File: config.mk
export PLATFORM = sky130hd
export DESIGN_NAME = linear_interp_resampler
export DESIGN_NICKNAME = d
export VERILOG_FILES = /design/src/hw/rtl/lir_pkg.sv /design/src/hw/rtl/lir_front.sv /design/src/hw/rtl/lir_cmd_queue.sv /design/src/hw/rtl/lir_div.sv /design/src/hw/rtl/lir_back.sv /design/src/hw/rtl/linear_interp_resampler.sv
export VERILOG_INCLUDE_DIRS = /design/src /design/src/hw/rtl
export SDC_FILE = /design/constraint.sdc
export NUM_CORES = 2
export LEC_CHECK = 0
export BUFFER_PORTS_ARGS = -buffer_cell sky130_fd_sc_hd__buf_2
export CAP_MARGIN = 0
export CORE_UTILIZATION = 50
export CTS_CLUSTER_SIZE = 14
export DETAILED_ROUTE_END_ITERATION = 8
export GPL_ROUTABILITY_DRIVEN = 0
export PLACE_DENSITY = 0.74
export SLEW_MARGIN = 30
export SYNTH_ARGS = -nofsm -noshare
export SYNTH_HDL_FRONTEND = slang
export SYNTH_HIERARCHICAL = 1
export SYNTH_SLANG_ARGS = --single-unit
File: constraint.sdc
create_clock -name clk_i -period 34.8 [get_ports clk_i]
set_clock_uncertainty 0.05 [all_clocks]
set_input_delay 6.96 -clock clk_i [delete_from_list [all_inputs] [get_ports clk_i]]
set_output_delay 6.96 -clock clk_i [all_outputs]
set_load 0.02 [all_outputs]
File: src/hw/rtl/linear_interp_resampler_assert.svh
// assertion macros shared by the resampler rtl
`ifndef LINEAR_INTERP_RESAMPLER_ASSERT_SVH
`define LINEAR_INTERP_RESAMPLER_ASSERT_SVH
`ifndef ASSERT_OFF
// property checked on every rising clock edge outside reset
`define LIR_ASSERT(lbl, prop, msg) \
  lbl: assert property (@(posedge clk_i) disable iff (!rst_ni) (prop)) else $error(msg);
// condition that must never be seen
`define LIR_ASSERT_NEVER(lbl, cond, msg) `LIR_ASSERT(lbl, !(cond), msg)
`else
`define LIR_ASSERT(lbl, prop, msg)
`define LIR_ASSERT_NEVER(lbl, cond, msg)
`endif
`endif

File: src/hw/rtl/lir_pkg.sv
// types and constants shared by the resampler modules
package lir_pkg;

  // field widths
  localparam int unsigned TimeW  = 48;
  localparam int unsigned ValW   = 32;
  localparam int unsigned FrameW = 32;
  localparam int unsigned StepW  = 32;

  // result cap per sample
  localparam int unsigned MaxOut = 64;
  localparam int unsigned NCntW  = $clog2(MaxOut);

  // step reset value, 2.097152 s
  localparam logic [StepW-1:0] StepReset = StepW'(2097152);

  // multiplier: value magnitude times one time chunk per cycle
  localparam int unsigned ProdW     = ValW + TimeW;
  localparam int unsigned MulChunkW = 16;
  localparam int unsigned MulSteps  = TimeW / MulChunkW;
  localparam int unsigned MulCntW   = $clog2(MulSteps);

  // shared restoring divider
  localparam int unsigned DivW    = TimeW;
  localparam int unsigned DivCntW = $clog2(DivW + 1);
  localparam logic [DivCntW-1:0] DivItersInterp = DivCntW'(ValW);
  localparam logic [DivCntW-1:0] DivItersTrunc  = DivCntW'(DivW);

  typedef enum logic {
    CMD_START,
    CMD_RUN
  } cmd_kind_e;

  // classified sample handed from front to back
  typedef struct packed {
    cmd_kind_e         kind;
    logic [TimeW-1:0]  x0;
    logic [TimeW-1:0]  x1;
    logic [ValW-1:0]   y0;
    logic [ValW-1:0]   y1;
    logic [TimeW-1:0]  den;
    logic              den_zero;
    logic              dy_neg;
    logic [ValW-1:0]   mag;
  } cmd_t;

  // one output item
  typedef struct packed {
    logic [FrameW-1:0] frame_index;
    logic [ValW-1:0]   value;
    logic              last_of_run;
    logic              truncated;
  } res_t;

  typedef struct packed {
    logic               start;
    logic [DivW-1:0]    rem;
    logic [DivW-1:0]    dvd;
    logic [DivW-1:0]    dvs;
    logic [DivCntW-1:0] iters;
  } div_req_t;

  typedef struct packed {
    logic            busy;
    logic            done;
    logic [DivW-1:0] quo;
    logic [DivW-1:0] rem;
  } div_rsp_t;

endpackage

File: src/hw/rtl/lir_front.sv
// front end: takes samples, keeps the previous one and classifies each item
module lir_front import lir_pkg::*; (
  input  logic             clk_i,
  input  logic             rst_ni,
  input  logic             push,
  output logic             full,
  input  logic [TimeW-1:0] sample_time_i,
  input  logic [ValW-1:0]  sample_value_i,
  input  logic             start_req_i,
  input  logic             cq_full_i,
  output logic             cq_push_o,
  output cmd_t             cmd_o
);

  logic             have_prev_q, have_prev_d;
  logic [TimeW-1:0] prev_time_q, prev_time_d;
  logic [ValW-1:0]  prev_value_q, prev_value_d;
  logic             accept;
  logic [TimeW:0]   den_full;
  logic [ValW:0]    dy_fwd, dy_rev;

  assign accept    = push && !cq_full_i;
  assign full      = cq_full_i;
  assign cq_push_o = accept;

  // time span and value difference of the bracketing pair
  assign den_full = {1'b0, sample_time_i} - {1'b0, prev_time_q};
  assign dy_fwd   = {sample_value_i[ValW-1], sample_value_i}
                  - {prev_value_q[ValW-1], prev_value_q};
  assign dy_rev   = {prev_value_q[ValW-1], prev_value_q}
                  - {sample_value_i[ValW-1], sample_value_i};

  // build the command
  always_comb begin
    cmd_o.kind     = (start_req_i || !have_prev_q) ? CMD_START : CMD_RUN;
    cmd_o.x0       = prev_time_q;
    cmd_o.x1       = sample_time_i;
    cmd_o.y0       = prev_value_q;
    cmd_o.y1       = sample_value_i;
    cmd_o.den      = den_full[TimeW-1:0];
    cmd_o.den_zero = den_full[TimeW] || (den_full[TimeW-1:0] == '0);
    cmd_o.dy_neg   = dy_fwd[ValW];
    cmd_o.mag      = dy_fwd[ValW] ? dy_rev[ValW-1:0] : dy_fwd[ValW-1:0];
  end

  // previous sample update
  always_comb begin
    have_prev_d  = have_prev_q;
    prev_time_d  = prev_time_q;
    prev_value_d = prev_value_q;
    if (accept) begin
      have_prev_d  = 1'b1;
      prev_time_d  = sample_time_i;
      prev_value_d = sample_value_i;
    end
  end

  always_ff @(posedge clk_i or negedge rst_ni) begin
    if (!rst_ni) begin
      have_prev_q <= 1'b0;
    end else begin
      have_prev_q <= have_prev_d;
    end
  end

  always_ff @(posedge clk_i) begin
    prev_time_q  <= prev_time_d;
    prev_value_q <= prev_value_d;
  end

endmodule

File: src/hw/rtl/lir_cmd_queue.sv
// two-entry command queue between front and back
`include "linear_interp_resampler_assert.svh"
module lir_cmd_queue import lir_pkg::*; (
  input  logic clk_i,
  input  logic rst_ni,
  input  logic push_i,
  input  cmd_t data_i,
  output logic full_o,
  input  logic pop_i,
  output logic empty_o,
  output cmd_t data_o
);

  cmd_t       mem_q [2];
  logic       wr_ptr_q, wr_ptr_d;
  logic       rd_ptr_q, rd_ptr_d;
  logic [1:0] cnt_q, cnt_d;
  logic       do_push, do_pop;

  assign full_o  = (cnt_q == 2'd2);
  assign empty_o = (cnt_q == 2'd0);
  assign data_o  = mem_q[rd_ptr_q];
  assign do_push = push_i && !full_o;
  assign do_pop  = pop_i && !empty_o;

  // pointer and fill level
  always_comb begin
    wr_ptr_d = wr_ptr_q ^ do_push;
    rd_ptr_d = rd_ptr_q ^ do_pop;
    cnt_d    = cnt_q;
    if (do_push && !do_pop) begin
      cnt_d = cnt_q + 2'd1;
    end else if (do_pop && !do_push) begin
      cnt_d = cnt_q - 2'd1;
    end
  end

  always_ff @(posedge clk_i or negedge rst_ni) begin
    if (!rst_ni) begin
      wr_ptr_q <= 1'b0;
      rd_ptr_q <= 1'b0;
      cnt_q    <= 2'd0;
    end else begin
      wr_ptr_q <= wr_ptr_d;
      rd_ptr_q <= rd_ptr_d;
      cnt_q    <= cnt_d;
    end
  end

  // storage
  always_ff @(posedge clk_i) begin
    if (do_push) begin
      mem_q[wr_ptr_q] <= data_i;
    end
  end

  // the front must never push into a full queue
  `LIR_ASSERT(a_cq_no_overflow, push_i |-> !full_o, "command pushed into full queue")

endmodule

File: src/hw/rtl/lir_div.sv
// restoring divider, one quotient bit per cycle, shared by interpolation and skip
`include "linear_interp_resampler_assert.svh"
module lir_div import lir_pkg::*; (
  input  logic     clk_i,
  input  logic     rst_ni,
  input  div_req_t req_i,
  output div_rsp_t rsp_o
);

  logic               busy_q, busy_d;
  logic               done_q, done_d;
  logic [DivCntW-1:0] cnt_q, cnt_d;
  logic [DivW-1:0]    rem_q, rem_d;
  logic [DivW-1:0]    dvd_q, dvd_d;
  logic [DivW-1:0]    dvs_q, dvs_d;
  logic [DivW-1:0]    quo_q, quo_d;
  logic [DivW:0]      sh, diff;
  logic               ge;

  // one trial subtraction
  assign sh   = {rem_q, dvd_q[DivW-1]};
  assign diff = sh - {1'b0, dvs_q};
  assign ge   = (sh >= {1'b0, dvs_q});

  always_comb begin
    busy_d = busy_q;
    done_d = busy_q && (cnt_q == DivCntW'(1));
    cnt_d  = cnt_q;
    rem_d  = rem_q;
    dvd_d  = dvd_q;
    dvs_d  = dvs_q;
    quo_d  = quo_q;
    if (req_i.start) begin
      busy_d = 1'b1;
      cnt_d  = req_i.iters;
      rem_d  = req_i.rem;
      dvd_d  = req_i.dvd;
      dvs_d  = req_i.dvs;
      quo_d  = '0;
    end else if (busy_q) begin
      cnt_d = cnt_q - DivCntW'(1);
      if (cnt_q == DivCntW'(1)) begin
        busy_d = 1'b0;
      end
      rem_d = ge ? diff[DivW-1:0] : sh[DivW-1:0];
      dvd_d = {dvd_q[DivW-2:0], 1'b0};
      quo_d = {quo_q[DivW-2:0], ge};
    end
  end

  always_ff @(posedge clk_i or negedge rst_ni) begin
    if (!rst_ni) begin
      busy_q <= 1'b0;
      done_q <= 1'b0;
      cnt_q  <= '0;
    end else begin
      busy_q <= busy_d;
      done_q <= done_d;
      cnt_q  <= cnt_d;
    end
  end

  always_ff @(posedge clk_i) begin
    rem_q <= rem_d;
    dvd_q <= dvd_d;
    dvs_q <= dvs_d;
    quo_q <= quo_d;
  end

  always_comb begin
    rsp_o.busy = busy_q;
    rsp_o.done = done_q;
    rsp_o.quo  = quo_q;
    rsp_o.rem  = rem_q;
  end

  // a new division never cuts into a running one
  `LIR_ASSERT(a_div_no_restart, req_i.start |-> !busy_q, "divider restarted while busy")

endmodule

File: src/hw/rtl/lir_back.sv
// back end: output time sequencer, interpolation datapath and result queue
`include "linear_interp_resampler_assert.svh"
module lir_back import lir_pkg::*; (
  input  logic             clk_i,
  input  logic             rst_ni,
  input  logic             cfg_we_i,
  input  logic [StepW-1:0] cfg_data_i,
  input  logic             cq_empty_i,
  input  cmd_t             cq_data_i,
  output logic             cq_pop_o,
  output div_req_t         div_req_o,
  input  div_rsp_t         div_rsp_i,
  output logic             empty_o,
  input  logic             pop_i,
  output res_t             res_o
);

  localparam logic [3:0] ST_IDLE    = 4'd0;
  localparam logic [3:0] ST_CHECK   = 4'd1;
  localparam logic [3:0] ST_NUM     = 4'd2;
  localparam logic [3:0] ST_MUL     = 4'd3;
  localparam logic [3:0] ST_DIVGO   = 4'd4;
  localparam logic [3:0] ST_DIV     = 4'd5;
  localparam logic [3:0] ST_VAL     = 4'd6;
  localparam logic [3:0] ST_EMIT    = 4'd7;
  localparam logic [3:0] ST_TRUNCGO = 4'd8;
  localparam logic [3:0] ST_TRUNC   = 4'd9;
  localparam logic [3:0] ST_FIX     = 4'd10;

  logic [3:0]         state_q, state_d;
  logic [StepW-1:0]   step_q, step_d;
  cmd_t               cur_q, cur_d;
  logic [TimeW:0]     t_q, t_d;
  logic [NCntW-1:0]   n_q, n_d;
  logic [FrameW-1:0]  frame_q, frame_d;
  logic [TimeW-1:0]   next_t_q, next_t_d;
  logic [TimeW-1:0]   num_q, num_d;
  logic [ProdW-1:0]   prod_q, prod_d;
  logic [MulCntW-1:0] mul_cnt_q, mul_cnt_d;
  logic [ValW-1:0]    q_q, q_d;
  logic [ValW-1:0]    val_q, val_d;
  logic [TimeW-1:0]   tmp_q, tmp_d;

  logic [StepW-1:0]          step_eff;
  logic [TimeW:0]            t_nxt, x1_ext, fix_t;
  logic                      at_cap, over, emit_last, emit_trunc;
  logic [TimeW:0]            num_diff;
  logic [TimeW-1:0]          num_clip;
  logic [ValW+MulChunkW-1:0] mul_pp;
  logic [ProdW-1:0]          prod_nxt;
  logic                      round_up;
  logic [ValW:0]             q_rnd;
  logic [ValW-1:0]           val_calc;
  logic [TimeW-1:0]          trunc_dvd;
  logic                      div_wait;

  res_t       oq_mem_q [2];
  logic       oq_wr_ptr_q, oq_rd_ptr_q;
  logic [1:0] oq_cnt_q, oq_cnt_d;
  logic       oq_full, oq_wr, oq_rd;
  res_t       res_w;

  // step register, zero acts as one
  always_comb begin
    step_d = cfg_we_i ? cfg_data_i : step_q;
  end
  assign step_eff = (step_q == '0) ? StepW'(1) : step_q;

  // output time bookkeeping
  assign x1_ext     = {1'b0, cur_q.x1};
  assign t_nxt      = t_q + (TimeW + 1)'(step_eff);
  assign at_cap     = (n_q == NCntW'(MaxOut - 1));
  assign over       = (t_nxt > x1_ext);
  assign emit_last  = at_cap || over;
  assign emit_trunc = at_cap && !over;
  assign trunc_dvd  = cur_q.x1 - t_q[TimeW-1:0];
  assign fix_t      = {1'b0, tmp_q} + (TimeW + 1)'(step_eff);

  // distance into the interval, clamped to its span
  assign num_diff = {1'b0, t_q[TimeW-1:0]} - {1'b0, cur_q.x0};
  always_comb begin
    if (num_diff[TimeW]) begin
      num_clip = '0;
    end else if (num_diff[TimeW-1:0] > cur_q.den) begin
      num_clip = cur_q.den;
    end else begin
      num_clip = num_diff[TimeW-1:0];
    end
  end

  // magnitude times one chunk of the distance, top chunk first
  assign mul_pp   = cur_q.mag * num_q[TimeW-1 -: MulChunkW];
  assign prod_nxt = {prod_q[ProdW-MulChunkW-1:0], {MulChunkW{1'b0}}} + ProdW'(mul_pp);

  // round half away from zero on the magnitude, then apply the sign
  assign round_up = ({div_rsp_i.rem, 1'b0} >= {1'b0, cur_q.den});
  assign q_rnd    = (ValW + 1)'(div_rsp_i.quo[ValW-1:0]) + (ValW + 1)'(round_up);
  assign val_calc = cur_q.dy_neg ? (cur_q.y0 - q_q) : (cur_q.y0 + q_q);

  assign res_w.frame_index = frame_q;
  assign res_w.value       = val_q;
  assign res_w.last_of_run = emit_last;
  assign res_w.truncated   = emit_trunc;

  // sequencer
  always_comb begin
    state_d   = state_q;
    cur_d     = cur_q;
    t_d       = t_q;
    n_d       = n_q;
    frame_d   = frame_q;
    next_t_d  = next_t_q;
    num_d     = num_q;
    prod_d    = prod_q;
    mul_cnt_d = mul_cnt_q;
    q_d       = q_q;
    val_d     = val_q;
    tmp_d     = tmp_q;
    cq_pop_o  = 1'b0;
    oq_wr     = 1'b0;
    div_req_o = '0;
    unique case (state_q)
      ST_IDLE: begin
        if (!cq_empty_i) begin
          cq_pop_o = 1'b1;
          cur_d    = cq_data_i;
          if (cq_data_i.kind == CMD_START) begin
            next_t_d = cq_data_i.x1;
            frame_d  = '0;
          end else begin
            t_d     = {1'b0, next_t_q};
            n_d     = '0;
            state_d = ST_CHECK;
          end
        end
      end
      ST_CHECK: begin
        if (t_q <= x1_ext) begin
          if (cur_q.den_zero) begin
            val_d   = cur_q.y1;
            state_d = ST_EMIT;
          end else begin
            state_d = ST_NUM;
          end
        end else begin
          next_t_d = t_q[TimeW-1:0];
          state_d  = ST_IDLE;
        end
      end
      ST_NUM: begin
        num_d     = num_clip;
        prod_d    = '0;
        mul_cnt_d = '0;
        state_d   = ST_MUL;
      end
      ST_MUL: begin
        prod_d    = prod_nxt;
        num_d     = num_q << MulChunkW;
        mul_cnt_d = mul_cnt_q + MulCntW'(1);
        if (mul_cnt_q == MulCntW'(MulSteps - 1)) begin
          state_d = ST_DIVGO;
        end
      end
      ST_DIVGO: begin
        div_req_o.start = 1'b1;
        div_req_o.rem   = prod_q[ProdW-1:ValW];
        div_req_o.dvd   = {prod_q[ValW-1:0], {(DivW - ValW){1'b0}}};
        div_req_o.dvs   = cur_q.den;
        div_req_o.iters = DivItersInterp;
        state_d         = ST_DIV;
      end
      ST_DIV: begin
        if (div_rsp_i.done) begin
          q_d     = q_rnd[ValW-1:0];
          state_d = ST_VAL;
        end
      end
      ST_VAL: begin
        val_d   = val_calc;
        state_d = ST_EMIT;
      end
      ST_EMIT: begin
        if (!oq_full) begin
          oq_wr   = 1'b1;
          frame_d = frame_q + FrameW'(1);
          t_d     = t_nxt;
          n_d     = n_q + NCntW'(1);
          if (emit_trunc) begin
            state_d = ST_TRUNCGO;
          end else if (emit_last) begin
            next_t_d = t_nxt[TimeW-1:0];
            state_d  = ST_IDLE;
          end else begin
            state_d = ST_CHECK;
          end
        end
      end
      ST_TRUNCGO: begin
        div_req_o.start = 1'b1;
        div_req_o.rem   = '0;
        div_req_o.dvd   = trunc_dvd;
        div_req_o.dvs   = DivW'(step_eff);
        div_req_o.iters = DivItersTrunc;
        state_d         = ST_TRUNC;
      end
      ST_TRUNC: begin
        if (div_rsp_i.done) begin
          tmp_d   = cur_q.x1 - div_rsp_i.rem;
          frame_d = frame_q + div_rsp_i.quo[FrameW-1:0] + FrameW'(1);
          state_d = ST_FIX;
        end
      end
      ST_FIX: begin
        next_t_d = fix_t[TimeW-1:0];
        state_d  = ST_IDLE;
      end
      default: begin
        state_d = ST_IDLE;
      end
    endcase
  end

  // result queue
  assign oq_full = (oq_cnt_q == 2'd2);
  assign empty_o = (oq_cnt_q == 2'd0);
  assign oq_rd   = pop_i && !empty_o;
  assign res_o   = oq_mem_q[oq_rd_ptr_q];

  always_comb begin
    oq_cnt_d = oq_cnt_q;
    if (oq_wr && !oq_rd) begin
      oq_cnt_d = oq_cnt_q + 2'd1;
    end else if (oq_rd && !oq_wr) begin
      oq_cnt_d = oq_cnt_q - 2'd1;
    end
  end

  always_ff @(posedge clk_i or negedge rst_ni) begin
    if (!rst_ni) begin
      state_q     <= ST_IDLE;
      step_q      <= StepReset;
      next_t_q    <= '0;
      frame_q     <= '0;
      n_q         <= '0;
      mul_cnt_q   <= '0;
      oq_wr_ptr_q <= 1'b0;
      oq_rd_ptr_q <= 1'b0;
      oq_cnt_q    <= 2'd0;
    end else begin
      state_q     <= state_d;
      step_q      <= step_d;
      next_t_q    <= next_t_d;
      frame_q     <= frame_d;
      n_q         <= n_d;
      mul_cnt_q   <= mul_cnt_d;
      oq_wr_ptr_q <= oq_wr_ptr_q ^ oq_wr;
      oq_rd_ptr_q <= oq_rd_ptr_q ^ oq_rd;
      oq_cnt_q    <= oq_cnt_d;
    end
  end

  // datapath registers
  always_ff @(posedge clk_i) begin
    cur_q  <= cur_d;
    t_q    <= t_d;
    num_q  <= num_d;
    prod_q <= prod_d;
    q_q    <= q_d;
    val_q  <= val_d;
    tmp_q  <= tmp_d;
    if (oq_wr) begin
      oq_mem_q[oq_wr_ptr_q] <= res_w;
    end
  end

  // sequencer states that wait on the divider
  assign div_wait = (state_q == ST_DIV) || (state_q == ST_TRUNC);

  // divider only finishes while the sequencer waits for it
  `LIR_ASSERT(a_div_done_waiting, div_rsp_i.done |-> div_wait, "divider done while not waiting")
  // a truncated result is always followed by the skip division
  `LIR_ASSERT(a_trunc_then_skip, oq_wr && emit_trunc |=> state_q == ST_TRUNCGO, "skip not started")
  // every emitted output time lies at or before the sample time
  `LIR_ASSERT_NEVER(a_emit_in_window, (state_q == ST_EMIT) && (t_q > x1_ext), "time past sample")

endmodule

File: src/hw/rtl/linear_interp_resampler.sv
// linear_interp_resampler: top level, front end, command queue, back end, divider
// an interpolated item passes the command queue and the back-end check, multiply,
// 32-step shared divide, value and emit states; the divider paces a run's items
// equal or decreasing sample times skip multiply and divide; a cap skip adds
// the 48-step divide; a start sample only resets frame and next time, no item
// reset: asynchronous active low; clears queues, counters and step to 2097152
module linear_interp_resampler import lir_pkg::*; (
  input  logic              clk_i,
  input  logic              rst_ni,
  input  logic              push,
  output logic              full,
  input  logic [TimeW-1:0]  sample_time_i,
  input  logic [ValW-1:0]   sample_value_i,
  input  logic              start_req_i,
  output logic              empty,
  input  logic              pop,
  output logic [FrameW-1:0] frame_index_o,
  output logic [ValW-1:0]   value_o,
  output logic              last_of_run_o,
  output logic              truncated_o,
  input  logic              cfg_valid_i,
  output logic              cfg_ready_o,
  input  logic [StepW-1:0]  cfg_data_i
);

  logic     cq_full, cq_push, cq_empty, cq_pop;
  cmd_t     cmd_in, cmd_out;
  div_req_t div_req;
  div_rsp_t div_rsp;
  res_t     res;

  // step register is always writable
  assign cfg_ready_o = 1'b1;

  lir_front u_front (
    .clk_i          (clk_i),
    .rst_ni         (rst_ni),
    .push           (push),
    .full           (full),
    .sample_time_i  (sample_time_i),
    .sample_value_i (sample_value_i),
    .start_req_i    (start_req_i),
    .cq_full_i      (cq_full),
    .cq_push_o      (cq_push),
    .cmd_o          (cmd_in)
  );

  lir_cmd_queue u_cmd_queue (
    .clk_i   (clk_i),
    .rst_ni  (rst_ni),
    .push_i  (cq_push),
    .data_i  (cmd_in),
    .full_o  (cq_full),
    .pop_i   (cq_pop),
    .empty_o (cq_empty),
    .data_o  (cmd_out)
  );

  lir_div u_div (
    .clk_i  (clk_i),
    .rst_ni (rst_ni),
    .req_i  (div_req),
    .rsp_o  (div_rsp)
  );

  lir_back u_back (
    .clk_i      (clk_i),
    .rst_ni     (rst_ni),
    .cfg_we_i   (cfg_valid_i && cfg_ready_o),
    .cfg_data_i (cfg_data_i),
    .cq_empty_i (cq_empty),
    .cq_data_i  (cmd_out),
    .cq_pop_o   (cq_pop),
    .div_req_o  (div_req),
    .div_rsp_i  (div_rsp),
    .empty_o    (empty),
    .pop_i      (pop),
    .res_o      (res)
  );

  assign frame_index_o = res.frame_index;
  assign value_o       = res.value;
  assign last_of_run_o = res.last_of_run;
  assign truncated_o   = res.truncated;

endmodule
Word level (Yosys, flattened, before mapping):

Memories as Yosys holds them, arrays and structs flattened.
Cells that the tools add are included.

* register bits after elaboration: 928
* bits in writable memories: 618
* input port bits: 118
* output and inout bits: 69
* memories kept: 2

* add/sub/neg operators: 23
* multiply operators: 1
* $lt $le $gt $ge: 5
* equality and inequality tests: 27
* multiplexer cells: 66
* bitwise operators: 5
* reduce and logical (&&, ||, !) cells: 43

Memories
* u_cmd_queue.mem_q: depth 2, bits a word 243, read ports 1, clocked after Yosys merged registers in 0, wr ports 1, line lir_cmd_queue.sv:14 `cmd_t mem_q [2];`
* u_back.oq_mem_q: depth 2, bits a word 66, read ports 1, clocked after Yosys merged registers in 0, wr ports 1, line lir_back.sv:57 `res_t oq_mem_q [2];`

Operator list (number)
* 48-bit two-way mux: 13
* 151-bit one-hot mux with 2 select lines: 1
* 32-bit two-way mux: 9
* 48-bit one-hot mux with 4 select lines: 1
* 80-bit one-hot mux with 2 select lines: 1
* 49-bit two-way mux: 3
* 48-bit subtractor: 3
* 49-bit by 48-bit >= comparator with 1-bit output: 2
* 49-bit one-hot mux with 2 select lines: 1
* 48-bit by 48-bit subtractor with 49-bit output: 2
* 32-bit one-hot mux with 3 select lines: 1
* 48-bit one-hot mux with 2 select lines: 1
* 80-bit by 48-bit adder with 80-bit output: 1
* 32-bit by 1-bit adder with 32-bit output, second input constant: 2
* 32-bit adder: 2
* 32-bit one-hot mux with 2 select lines: 1
* 32-bit subtractor: 2
* 49-bit by 32-bit adder with 49-bit output: 1
* 49-bit by 48-bit > comparator with 1-bit output: 1
* 49-bit by 48-bit <= comparator with 1-bit output: 1
* 48-bit by 32-bit adder with 48-bit output: 1
* 48-bit > comparator: 1
* 48-bit logical NOT: 1
* 32-bit by 16-bit multiplier with 48-bit output: 1
* 40 further kinds: 117

Logic depth before layout (Yosys ltp):

* depth after elaboration: 9
* gate-level depth with buffers: 31
* mapped depth without buffers: 28

By module:

The synthesis kept the hierarchy.

By module, submodules not included
* lir_back: instances 1, cells each 7239, area an instance 69080.0 um^2
* lir_cmd_queue: instances 1, cells each 774, area an instance 18390.1 um^2
* lir_div: instances 1, cells each 1068, area an instance 11081.9 um^2
* lir_front: instances 1, cells each 1203, area an instance 9783.1 um^2
* linear_interp_resampler: instances 1, cells each 2, area an instance 11.3 um^2

Worst setup path after synthesis:

OpenSTA, ideal clock, no wires.

* path kind: input-to-reg
* start: in push
* end: mem u_cmd_queue/mem_q[1][0] (netlist bit), enable pin
* library setup time: 636 ps
* arrival time: 16572 ps
* setup slack: 17542 ps
* stages on the path: 3
* buffers on the path: 0
* cell sequence: nor2b_1 nor2b_1 ha_1

* longest elaborated chain between the ends: 4

Ends and longest elaborated chain
* from (decl): line linear_interp_resampler.sv:10 `input logic push,`
* 1-bit logical AND: line lir_front.sv:22 `assign accept = push && !cq_full_i;`
* 1-bit logical AND: line lir_cmd_queue.sv:23 `assign do_push = push_i && !full_o;`
* 1-bit two-way mux: line lir_cmd_queue.sv:52 `if (do_push) begin`
* 1-bit two-way mux (implied by the code): line lir_cmd_queue.sv:53 `mem_q[wr_ptr_q] <= data_i;`
* to (decl): line lir_cmd_queue.sv:14

Every way passes these cells.

==> flow_summary.ini <==
[route]
routed_wl_um = 300000
drt-pass1-iter-count = 9
route.vias.total = 80000
final_antenna_net_count = 0
drtIter0Drc = 10200
via_per_inst = 6.11
avgRoutedWirePerCell_um = 22.9
drcViolationCount = 0

[clocking]
cts_setup_buffers = 0
cts_buffer_depth = 3
clock_latency_ns = 0.86
htreeDepth = 4
cts_root_buf = clkbuf_16
postCtsResizedCells = 0
cts_tree = yes
clock_sinks = 1546
clk_pin_slew_ns = 0.06
postCtsHoldBufs = 0
numCtsBuffers = 158

[synth]
synth_cells = 10200
ys_warn_count = 6
postSynthAreaPerCell_sq_um = 10.5
synth.cell_area_sq_um = 108000

[floorplanning]
die_y_um = 466
num_rows = 170
core_sq_um = 214000
die_area_sq_um = 217000
start_util = 0.503
die_w_um = 466
io_pins = 187

[finish]
fill_cells = 18000
final_nets = 11500
multi_input_area_sq_um = 55900
drive_gt1_frac = 0.100
seq_area_sq_um = 45400
instances_no_fill = 13100
area_growth_syn_to_layout_pct = 7.46

[setup_path]
cp-end-kind = register
cp_max_fo = 56
critPathRequiredTime_ns = 35.31
ff2ff_setup_slack_ns = 26.14
start_kind = input pin
crit_type = input pin to register
cp.arrival_ns = 11.06

[global_route]
grt_usage = 0.271
antenna_found_initial = 16
grt_first_pass_wirelength_um = 455000
grt-ovfl-total = 0
grt_max_degree = 168
grt_pass1_vias = 77200

[sta]
fin_crit_ns = 10.56
worstMarginPinSlew_ns = 1.04
slew_viol_final = 0
slew-limit-headroom = 0.293
worst_slack_ns = 24.24
rsz0062_at_grt = no
finalHoldViolations = 0
setup_violations = 0
clock.fmax_ghz = 0.0947
fin_crit_sh = 0.303
final.setup.tns_ns = 0

[placed_design]
port_buffers = 185
hpwl_um = 226000
place_ws_ns = 23.56
placedCellCount = 12800

[worst_hold_path]
hold_class = register to register

[status]
status = finished clean

[run]
maxCapViolations = 0
-- metal layers --
layer / vias up / routed length [um] / global-route usage
met3: 762 / 34400 / 0.0587
met4: 12 / 12500 / 0.102
li1: 35700 / - / -
met5: - / 67 / 0
met2: 4643 / 131000 / 0.413
met1: 38900 / 121000 / 0.379
-- layout by cell type (no fill, tap or decap), types with 27 or more instances in the layout --
master	n
and2_1	193
buf_2	184
nor2_1	529
dfxtp_1	32
a221oi_1	31
fa_1	461
mux2i_1	58
nand3_1	136
nor4_1	28
a211oi_1	49
a21boi_0	27
nand4_1	121
dfrtp_1	137
o21ai_0	514
nor2b_1	98
o211ai_1	39
xor2_1	173
a21oi_1	670
ha_1	758
buf_4	78
mux2_2	260
mux2_4	160
clkbuf_1	37
o21a_1	61
nand2b_1	84
and3_1	144
a31oi_1	80
or3_1	46
a22o_1	45
clkbuf_16	159
edfxtp_1	1373
a21o_1	317
o31ai_1	33
nand2_1	986
o21bai_1	80
xnor2_1	324
inv_1	1086
nor3_1	131
-- through the flow --
stage	util	hold slack (ns)	area, sq um
2_1_floorplan	-	0.371	108000
3_3_place_gp	0.515	0.372	111000
3_5_place_dp	0.516	0.379	111000
4_1_cts	0.540	0.389	116000
5_1_grt	0.540	0.402	116000
6_report	0.540	0.380	116000
-- worst max-delay path, stage by stage --
cell and delay [ns]:
buf_2 0.16, inv_1 0.08, ha_1 0.36, nor2b_1 0.17, o2111a_1 0.26, o41ai_1 0.52, o21a_1 0.32, o21ai_1 0.22
o32ai_4 0.29, buf_4 0.56, or3b_1 0.40, o21ai_0 0.08, o221ai_1 0.25, a31oi_1 0.30, xnor2_1 0.12
-- state kept, by name (all words and copies together) (netlist names), 48 cells and up --
| name | flops |
|---|---|
| u_back/oq_mem_q | 132 |
| u_cmd_queue/mem_q | 486 |
| u_back/t_q | 49 |
| u_back/tmp_q | 48 |
| u_back/cur_q | 242 |
| u_div/rem_q | 48 |
| u_front/prev_time_q | 48 |
| u_back/next_t_q | 48 |
| u_div/dvs_q | 48 |
| u_back/prod_q | 80 |
| u_back/num_q | 48 |
| u_div/dvd_q | 48 |
-- path summary, 6_finish.rpt --
| check | startpoint | to | depth (start not counted) |
|---|---|---|---|
| hold reg to reg | u_back/val_q[24]$_DFFE_PP_ | u_back/oq_mem_q[0][26]$_DFFE_PP_ | 0 |
| min in group asynchronous | rst_ni | u_back/next_t_q[4]$_DFFE_PN0P_ | 1 |
| setup reg to reg | u_back/step_q[24]$_DFFE_PN0P_ | u_back/next_t_q[19]$_DFFE_PN0P_ | 26 |
| max in group asynchronous | rst_ni | u_div/busy_q$_DFF_PN0_ | 2 |
| setup / recovery | sample_value_i[2] | u_cmd_queue/mem_q[0][28]$_DFFE_PP_ | 15 |
| hold / removal | u_back/val_q[24]$_DFFE_PP_ | u_back/oq_mem_q[0][26]$_DFFE_PP_ | 0 |
-- final cells by class --
class,count,share of cell area
diodes,4,0.0000864
clock buffers,202,0.0363
repair buffers,272,0.0144
inverters,1091,0.0354
flip-flops and latches,1546,0.392
clock inverters,84,0.00866
multi-input cells,7055,0.483
well taps,2838,0.0307
Power is not shown: default switching activity piles up to over one toggle a cycle in this logic, so the estimate is an artifact.
